[config.mk]
export PLATFORM = sky130hd
export DESIGN_NAME = tls_handshake_deframer_unit
export DESIGN_NICKNAME = d
export VERILOG_FILES = /design/src/rtl/thd_pkg.sv /design/src/rtl/thd_core.sv /design/src/rtl/tls_handshake_deframer_unit.sv
export SDC_FILE = /design/constraint.sdc
export NUM_CORES = 1
export LEC_CHECK = 0
export BUFFER_PORTS_ARGS = -buffer_cell sky130_fd_sc_hd__buf_2
export CAP_MARGIN = 20
export CORE_MARGIN = 4
export CORE_UTILIZATION = 55
export DETAILED_ROUTE_END_ITERATION = 10
export HOLD_SLACK_MARGIN = 0.15
export PLACE_DENSITY = 0.75
export SYNTH_ARGS = -nofsm -noshare
export SYNTH_HDL_FRONTEND = slang
export SYNTH_HIERARCHICAL = 1
export SYNTH_SLANG_ARGS = --single-unit
[constraint.sdc]
create_clock -name clock -period 5 [get_ports clock]
set_input_delay 1 -clock clock [delete_from_list [all_inputs] [get_ports clock]]
set_output_delay 1 -clock clock [all_outputs]
set_load 0.01 [all_outputs]
[src/rtl/thd_pkg.sv]
package thd_pkg;

   localparam logic OP_BYTE  = 1'b0;
   localparam logic OP_CLEAR = 1'b1;

   localparam logic [1:0] STATUS_OK      = 2'd0;
   localparam logic [1:0] STATUS_TOO_BIG = 2'd1;
   localparam logic [1:0] STATUS_DROPPED = 2'd2;

   localparam logic [23:0] MAX_BODY_LENGTH_RESET = 24'd1048576;

   typedef struct packed {
      logic       has_result;
      logic [7:0] out_byte;
      logic [7:0] message_type;
      logic       is_header;
      logic       last_of_message;
      logic [1:0] status;
   } result_type;

endpackage

[src/rtl/thd_core.sv]
module thd_core (
   input  logic                clock,
   input  logic                reset,
   input  logic                step,
   input  logic                step_op,
   input  logic [7:0]          step_byte,
   input  logic [23:0]         max_body_length,
   output thd_pkg::result_type result
);

   localparam logic [2:0] POS_TYPE    = 3'd0;
   localparam logic [2:0] POS_LEN_HI  = 3'd1;
   localparam logic [2:0] POS_LEN_MID = 3'd2;
   localparam logic [2:0] POS_LEN_LO  = 3'd3;
   localparam logic [2:0] POS_BODY    = 3'd4;

   logic [2:0]  pos_ff, pos_in;
   logic [7:0]  type_ff, type_in;
   logic [15:0] len_ff, len_in;
   logic [23:0] remain_ff, remain_in;
   logic        error_ff, error_in;
   logic [23:0] full_len;
   logic [23:0] remain_dec;

   always_comb begin
      pos_in    = pos_ff;
      type_in   = type_ff;
      len_in    = len_ff;
      remain_in = remain_ff;
      error_in  = error_ff;
      full_len  = {len_ff, step_byte};
      remain_dec = (remain_ff != 24'd0) ? remain_ff - 24'd1 : 24'd0;

      result.has_result      = 1'b1;
      result.out_byte        = step_byte;
      result.message_type    = type_ff;
      result.is_header       = 1'b1;
      result.last_of_message = 1'b0;
      result.status          = thd_pkg::STATUS_OK;

      if (step_op == thd_pkg::OP_CLEAR) begin
         result.has_result = 1'b0;
         pos_in    = POS_TYPE;
         type_in   = 8'd0;
         len_in    = 16'd0;
         remain_in = 24'd0;
         error_in  = 1'b0;
      end else if (error_ff) begin
         result.out_byte     = 8'd0;
         result.message_type = 8'd0;
         result.is_header    = 1'b0;
         result.status       = thd_pkg::STATUS_DROPPED;
      end else begin
         case (pos_ff) inside
            POS_TYPE: begin
               type_in             = step_byte;
               len_in              = 16'd0;
               pos_in              = POS_LEN_HI;
               result.message_type = step_byte;
            end
            POS_LEN_HI, POS_LEN_MID: begin
               len_in = {len_ff[7:0], step_byte};
               pos_in = pos_ff + 3'd1;
            end
            POS_LEN_LO: begin
               len_in = full_len[15:0];
               if (full_len > max_body_length) begin
                  error_in      = 1'b1;
                  pos_in        = POS_TYPE;
                  result.status = thd_pkg::STATUS_TOO_BIG;
               end else if (full_len == 24'd0) begin
                  pos_in                 = POS_TYPE;
                  result.last_of_message = 1'b1;
               end else begin
                  remain_in = full_len;
                  pos_in    = POS_BODY;
               end
            end
            default: begin
               result.is_header = 1'b0;
               remain_in        = remain_dec;
               if (remain_dec == 24'd0) begin
                  pos_in                 = POS_TYPE;
                  result.last_of_message = 1'b1;
               end
            end
         endcase
      end
   end

   always_ff @(posedge clock) begin
      if (reset) begin
         pos_ff    <= POS_TYPE;
         type_ff   <= 8'd0;
         len_ff    <= 16'd0;
         remain_ff <= 24'd0;
         error_ff  <= 1'b0;
      end else if (step) begin
         pos_ff    <= pos_in;
         type_ff   <= type_in;
         len_ff    <= len_in;
         remain_ff <= remain_in;
         error_ff  <= error_in;
      end
   end

`ifndef NO_ASSERTIONS
   a_error_sticky: assert property (@(posedge clock) disable iff (reset)
      error_ff && !(step && step_op == thd_pkg::OP_CLEAR) |=> error_ff)
      else $error("length error dropped without clear");

   a_error_rest: assert property (@(posedge clock) disable iff (reset)
      error_ff |-> pos_ff == POS_TYPE)
      else $error("error latched mid-header");

   a_body_nonzero: assert property (@(posedge clock) disable iff (reset)
      pos_ff == POS_BODY |-> remain_ff != 24'd0)
      else $error("in body with nothing remaining");
`endif

endmodule

[src/rtl/tls_handshake_deframer_unit.sv]
// Splits a byte stream into TLS handshake messages (type byte, 24-bit big-endian
// body length, body) and passes every byte on as it arrives, tagged with its
// message type, a header mark, a last-of-message mark (tlast) and a status. A
// body length above csr_data's limit latches an error; later bytes come out as
// zeros with status "dropped" until a clear request, which also drops any
// partial message and produces no response. One request per cycle is taken
// while the response side is not stalled; a request passes through the input
// register, the combinational header and length logic and the response register.
module tls_handshake_deframer_unit (
   input  logic        clock,
   input  logic        reset,
   input  logic        req_tvalid,
   output logic        req_tready,
   input  logic [7:0]  req_tdata,   // [7:0] data_byte
   input  logic [0:0]  req_tuser,   // [0] opcode
   output logic        rsp_tvalid,
   input  logic        rsp_tready,
   output logic [15:0] rsp_tdata,   // [7:0] out_byte, [15:8] message_type
   output logic [2:0]  rsp_tuser,   // [0] is_header, [2:1] status
   output logic        rsp_tlast,   // last_of_message
   input  logic        csr_valid,
   output logic        csr_ready,
   input  logic [23:0] csr_data     // max_body_length
);

   logic                in_valid_ff, in_valid_in;
   logic                in_op_ff, in_op_in;
   logic [7:0]          in_byte_ff, in_byte_in;
   logic [23:0]         max_len_ff;
   logic                out_valid_ff, out_valid_in;
   thd_pkg::result_type out_ff, out_in;
   thd_pkg::result_type result;
   logic                advance;

   thd_core u_core (
      .clock           (clock),
      .reset           (reset),
      .step            (advance),
      .step_op         (in_op_ff),
      .step_byte       (in_byte_ff),
      .max_body_length (max_len_ff),
      .result          (result)
   );

   assign advance    = in_valid_ff && (!result.has_result || !out_valid_ff || rsp_tready);
   assign req_tready = !in_valid_ff || advance;
   assign csr_ready  = 1'b1;

   always_comb begin
      in_valid_in  = in_valid_ff;
      in_op_in     = in_op_ff;
      in_byte_in   = in_byte_ff;
      out_valid_in = out_valid_ff;
      out_in       = out_ff;
      if (req_tvalid && req_tready) begin
         in_valid_in = 1'b1;
         in_op_in    = req_tuser[0];
         in_byte_in  = req_tdata;
      end else if (advance) begin
         in_valid_in = 1'b0;
      end
      if (advance && result.has_result) begin
         out_valid_in = 1'b1;
         out_in       = result;
      end else if (rsp_tready) begin
         out_valid_in = 1'b0;
      end
   end

   always_ff @(posedge clock) begin
      if (reset) begin
         in_valid_ff  <= 1'b0;
         out_valid_ff <= 1'b0;
         max_len_ff   <= thd_pkg::MAX_BODY_LENGTH_RESET;
      end else begin
         in_valid_ff  <= in_valid_in;
         out_valid_ff <= out_valid_in;
         if (csr_valid && csr_ready) begin
            max_len_ff <= csr_data;
         end
      end
      in_op_ff   <= in_op_in;
      in_byte_ff <= in_byte_in;
      out_ff     <= out_in;
   end

   assign rsp_tvalid = out_valid_ff;
   assign rsp_tdata  = {out_ff.message_type, out_ff.out_byte};
   assign rsp_tuser  = {out_ff.status, out_ff.is_header};
   assign rsp_tlast  = out_ff.last_of_message;

`ifndef NO_ASSERTIONS
   a_dropped_blank: assert property (@(posedge clock) disable iff (reset)
      out_valid_ff && out_ff.status == thd_pkg::STATUS_DROPPED
      |-> rsp_tdata == 16'd0 && !rsp_tlast && !out_ff.is_header)
      else $error("dropped byte carries payload");

   a_too_big_header: assert property (@(posedge clock) disable iff (reset)
      out_valid_ff && out_ff.status == thd_pkg::STATUS_TOO_BIG
      |-> out_ff.is_header && !rsp_tlast)
      else $error("length error not on a header byte");

   a_stage_hold: assert property (@(posedge clock) disable iff (reset)
      in_valid_ff && !advance |=> in_valid_ff && $stable(in_byte_ff) && $stable(in_op_ff))
      else $error("stalled request lost");

   a_out_hold: assert property (@(posedge clock) disable iff (reset)
      out_valid_ff && !rsp_tready |-> !(advance && result.has_result))
      else $error("response overwritten while stalled");
`endif

endmodule

==> tab_implementation.tex <==
\begin{tabular}{lr}
\hline
Metric & Value \\
\hline
\multicolumn{2}{l}{\textbf{Outcome}} \\
\quad Status & finished clean \\
\multicolumn{2}{l}{\textbf{Worst setup path}} \\
\quad Register-to-Register Path Depth & 9 \\
\quad Nature of the critical path endpoint & flip-flop \\
\quad Slack of the worst reg-to-reg path & 1.45 ns \\
\quad Max FO, Critical Path & 8 \\
\quad Required time worst endpoint & 5.31 ns \\
\quad Crit path arrival time & 3.86 ns \\
\quad WS Path Type & flip-flop to flip-flop \\
\quad Most Frequent Cell on Critical Path & sky130\_fd\_sc\_hd\_\_o41ai\_2 \\
\quad Cell-by-cell listing of the critical path & inv\_1 > ha\_1 > nor4b\_1 > nand4\_1 > xor2\_1 > or3b\_4 > o41ai\_2 > a21oi\_1 > o41ai\_2 \\
\quad Worst flop-to-flop path endpoint & u\_core/pos\_ff[2] \\
\quad Maximum cell stage delay along the critical path & 0.76 ns \\
\quad Slowest stage cell, crit path & sky130\_fd\_sc\_hd\_\_nor4b\_1 \\
\quad Worst R2R Start & u\_core/remain\_ff[0] \\
\quad Nature of the critical path startpoint & flip-flop \\
\multicolumn{2}{l}{\textbf{Run}} \\
\quad Number of maximum-capacitance constraint violations & 0 \\
\multicolumn{2}{l}{\textbf{Layout}} \\
\quad ANT cells & 0 \\
\quad Commonest non-fill, non-tap cells in the layout & 78 x sky130\_fd\_sc\_hd\_\_dfxtp\_1, 64 x sky130\_fd\_sc\_hd\_\_nor2\_1, 60 x sky130\_fd\_sc\_hd\_\_nand2\_1, 60 x sky130\_fd\_sc\_hd\_\_buf\_2, 54 x sky130\_fd\_sc\_hd\_\_a21oi\_1 \\
\quad Count of nets after finishing & 773 \\
\quad Most frequent standard cell in the layout excluding fill and tap cells & sky130\_fd\_sc\_hd\_\_dfxtp\_1 \\
\quad Synth-to-layout area growth & 8.005\% \\
\quad Summed area of non-filler cells in the final layout & 6381 sq um \\
\quad Share of layout cells above drive strength 1 & 13.26\% \\
\multicolumn{2}{l}{\textbf{Placed design}} \\
\quad Input/output buffers & 59 \\
\quad Half-perimeter wire length after detailed placement & 11,520 microns \\
\quad Routability Congestion & 1.006 \\
\quad Cell Area, Placed & 6190 sq um \\
\multicolumn{2}{l}{\textbf{Detailed routing}} \\
\quad Total wire length & 16,180 microns \\
\quad Number of vias in the routed layout & 5,287 \\
\quad Per-cell via count in the routed design & 6.257 \\
\quad Drt initial violations & 709 \\
\quad Post-DR wirelength/cell & 19.15 microns \\
\quad DRC Markers & 0 \\
\quad Antenna-violating nets left & 0 \\
\quad Pre-antenna DRT Iters & 5 \\
\multicolumn{2}{l}{\textbf{Yosys}} \\
\quad Number of warnings issued by yosys & 6 \\
\quad Avg Inst Size Synth & 8.884 sq um \\
\quad FF+latch count, synth & 107 \\
\quad Total nets after synthesis & 734 \\
\quad Number of enable flip-flop cells after synthesis & 29 \\
\quad Post-synthesis sequential area ratio & 41.17\% \\
\quad Synthesized cell area & 5908 sq um \\
\quad Most area-consuming cells after synthesis & sky130\_fd\_sc\_hd\_\_dfxtp\_1 26\%, sky130\_fd\_sc\_hd\_\_edfxtp\_1 15\%, sky130\_fd\_sc\_hd\_\_ha\_1 6.6\% \\
\quad Number of library cell types mapped by synthesis & 66 \\
\quad Main flop type after synthesis & sky130\_fd\_sc\_hd\_\_dfxtp\_1 \\
\quad Post-synth ARST share & 0\% \\
\quad Top cell type by total area after synthesis & sky130\_fd\_sc\_hd\_\_dfxtp\_1 \\
\quad Top cell type's share of synthesized area & 26.43\% \\
\quad Syn Inst Count & 665 \\
\multicolumn{2}{l}{\textbf{GRT}} \\
\quad Global routing usage summed across all routing layers & 25.83\% \\
\quad Number of global-route vias before repair & 5,126 \\
\quad Largest net degree at the start of global routing & 50 \\
\quad First-pass GRT wire length & 26,110 microns \\
\quad Initial antenna violation count & 0 \\
\quad Remaining global-route overflow & 0 \\
\multicolumn{2}{l}{\textbf{Pwr}} \\
\quad Power per unit of standard cell area & 300.4 nW/um\^{}2 \\
\quad Worst VDD drop & 256.1 uV \\
\quad Static power due to leakage & 2.533 nW \\
\multicolumn{2}{l}{\textbf{Clock tree}} \\
\quad \# H-tree levels & 3 \\
\quad Clock buffers created by TritonCTS & 9 \\
\quad Clock edge transition at the registers on the reported setup and hold paths & 0.10 ns \\
\quad Post-CTS Setup Bufs & 0 \\
\quad CTS resizes & 0 \\
\quad Hold bufs inserted after CTS & 0 \\
\quad Insertion delay to the later sink of the worst-skew pair & 0.39 ns \\
\quad Root Buffer Master & sky130\_fd\_sc\_hd\_\_clkbuf\_8 \\
\quad Clock tree sinks & 107 \\
\quad TritonCTS clock tree & yes \\
\quad Longest Clk Path Bufs & 2 \\
\multicolumn{2}{l}{\textbf{Hold path}} \\
\quad Worst hold start & max\_len\_ff[6] \\
\quad Cell count of the worst hold path & 2 \\
\quad Classification of the worst-slack hold path & flip-flop to flip-flop \\
\quad Worst min-delay path endpoint & max\_len\_ff[6] \\
\multicolumn{2}{l}{\textbf{STA}} \\
\quad Maximum achievable frequency & 281.9 MHz \\
\quad Skew final & 0.01063 ns \\
\quad Fraction of the cycle the final worst path needs & 70.95\% \\
\quad Period minus WS final & 3.547 ns \\
\quad Relative slew slack & 31.67\% \\
\quad Final Max Slew Viols & 0 \\
\quad Setup TNS & 0 ns \\
\quad Measured slew at the worst slew-check pin & 1.021 ns \\
\quad Count of endpoints failing setup in the final report & 0 \\
\quad Final Hold Viols & 0 \\
\quad Unrepaired setup endpoints after global routing & no \\
\multicolumn{2}{l}{\textbf{Floorplanning}} \\
\quad Floorplan core area & 10,420 sq um \\
\quad Die outline height & 111.6 microns \\
\quad Starting density of the core & 56.72\% \\
\quad I/O pins & 61 \\
\quad Number of rows created at floorplan & 37 \\
\quad Area of the die & 12,460 sq um \\
\quad Horizontal die dimension & 111.6 microns \\
\hline
\end{tabular}
## power breakdown
group          total [W]  leakage (nW)  internal [W]  switching (W)
combinational   0.000445          1.54      0.000179       0.000266
sequential      0.000965         0.908      0.000924      0.0000408
clock           0.000508        0.0859      0.000197       0.000311
## sequential cells by signal, summed over array words and instances, names as in the netlist
| name | flops |
|---|---|
| rsp_tvalid | 1 |
| rsp_tuser | 3 |
| in_op_ff | 1 |
| u_core/pos_ff | 3 |
| in_byte_ff | 8 |
| rsp_tdata | 16 |
| max_len_ff | 24 |
| in_valid_ff | 1 |
| u_core/remain_ff | 24 |
| rsp_tlast | 1 |
| u_core/error_ff | 1 |
| u_core/type_ff | 8 |
| u_core/len_ff | 16 |
## stage by stage
stage / power (W) / utilization (%) / worst slack (ns) / cells / hold WS (ns)
finish: 0.001917 / 61.26 / 1.453 / 845 / 0.5074
global route: 0.002020 / 61.26 / 1.201 / 845 / 0.5446
CTS: 0.001922 / 61.14 / 1.420 / 843 / 0.5112
detailed placement: 0.001417 / 59.42 / 1.451 / 827 / 0.4861
global placement: 0.001406 / 59.42 / 1.628 / 827 / 0.4769
floorplan: 0.001306 / - / 2.168 / 665 / 0.4604
## cells by family (layout without fill, tap and decap cells)
group                      count (synthesis)  count (layout)  synth area share (%)
AOI/OAI and AO/OA                        159             159                 18.17
xor gates and xnor gates                  16              16                 2.372
adders and majority gates                 31              31                 6.565
buffers and inverters                     79             123                 6.417
DFF                                      107             107                 41.17
muxes                                     23              23                 3.897
other                                      1               1               0.06347
and+or+nand+nor                          249             249                 21.35
## per-layer routing
metal	share of wire, %	GRT usage (%)
met2	48	42.73
met5	0	0
met4	2.8	9.732
met1	41	32.18
met3	7.8	7.120
## synthesized netlist by cell type (all sizes together), types with 4 or more instances
cell	number
a211o	6
a211oi	8
a21oi	54
a22o	6
a22oi	23
and4	4
buf	14
clkbuf	25
dfxtp	78
edfxtp	29
ha	31
inv	39
mux2i	23
nand2	60
nand3	45
nand4	6
nor2	64
nor2b	11
nor3	22
nor4	17
o211ai	8
o21ai	21
o32ai	4
or3	4
xnor2	9
xor2	7
## area by class of cell
cell class,count,area [sq um]
Inverter,40,150.1
Sequential cell,107,2432
Clock inverter,5,37.54
Timing Repair Buffer,67,352.8
Clock buffer,11,141.4
Multi-Input combinational cell,479,3097
Tap cell,136,170.2
Fill cell,927,4035
## worst max-delay path: cells and delay by family, from the launching register on
kind / cells / cell delay (ns)
xor gates and xnor gates: 1 / 0.22
and+or+nand+nor: 3 / 1.40
buffers and inverters: 1 / 0.16
adders and majority gates: 1 / 0.28
AOI/OAI and AO/OA: 3 / 1.00
DFF: 1 / 0.41
## how the worst max path moves through the flow
stage	endpoint	slack, ns	startpoint	cells past startpoint
after floorplan	u_core/pos_ff[1]	2.17	u_core/remain_ff[0]	9
after global placement	u_core/pos_ff[2]	1.63	in_op_ff	6
after detailed placement	u_core/pos_ff[2]	1.45	in_op_ff	6
after CTS	u_core/pos_ff[2]	1.42	in_op_ff	6
after global routing	u_core/type_ff[1]	1.20	in_op_ff	6
final	u_core/pos_ff[2]	1.45	u_core/remain_ff[0]	9
No activity file was read; power rests on OpenSTA's default activity.
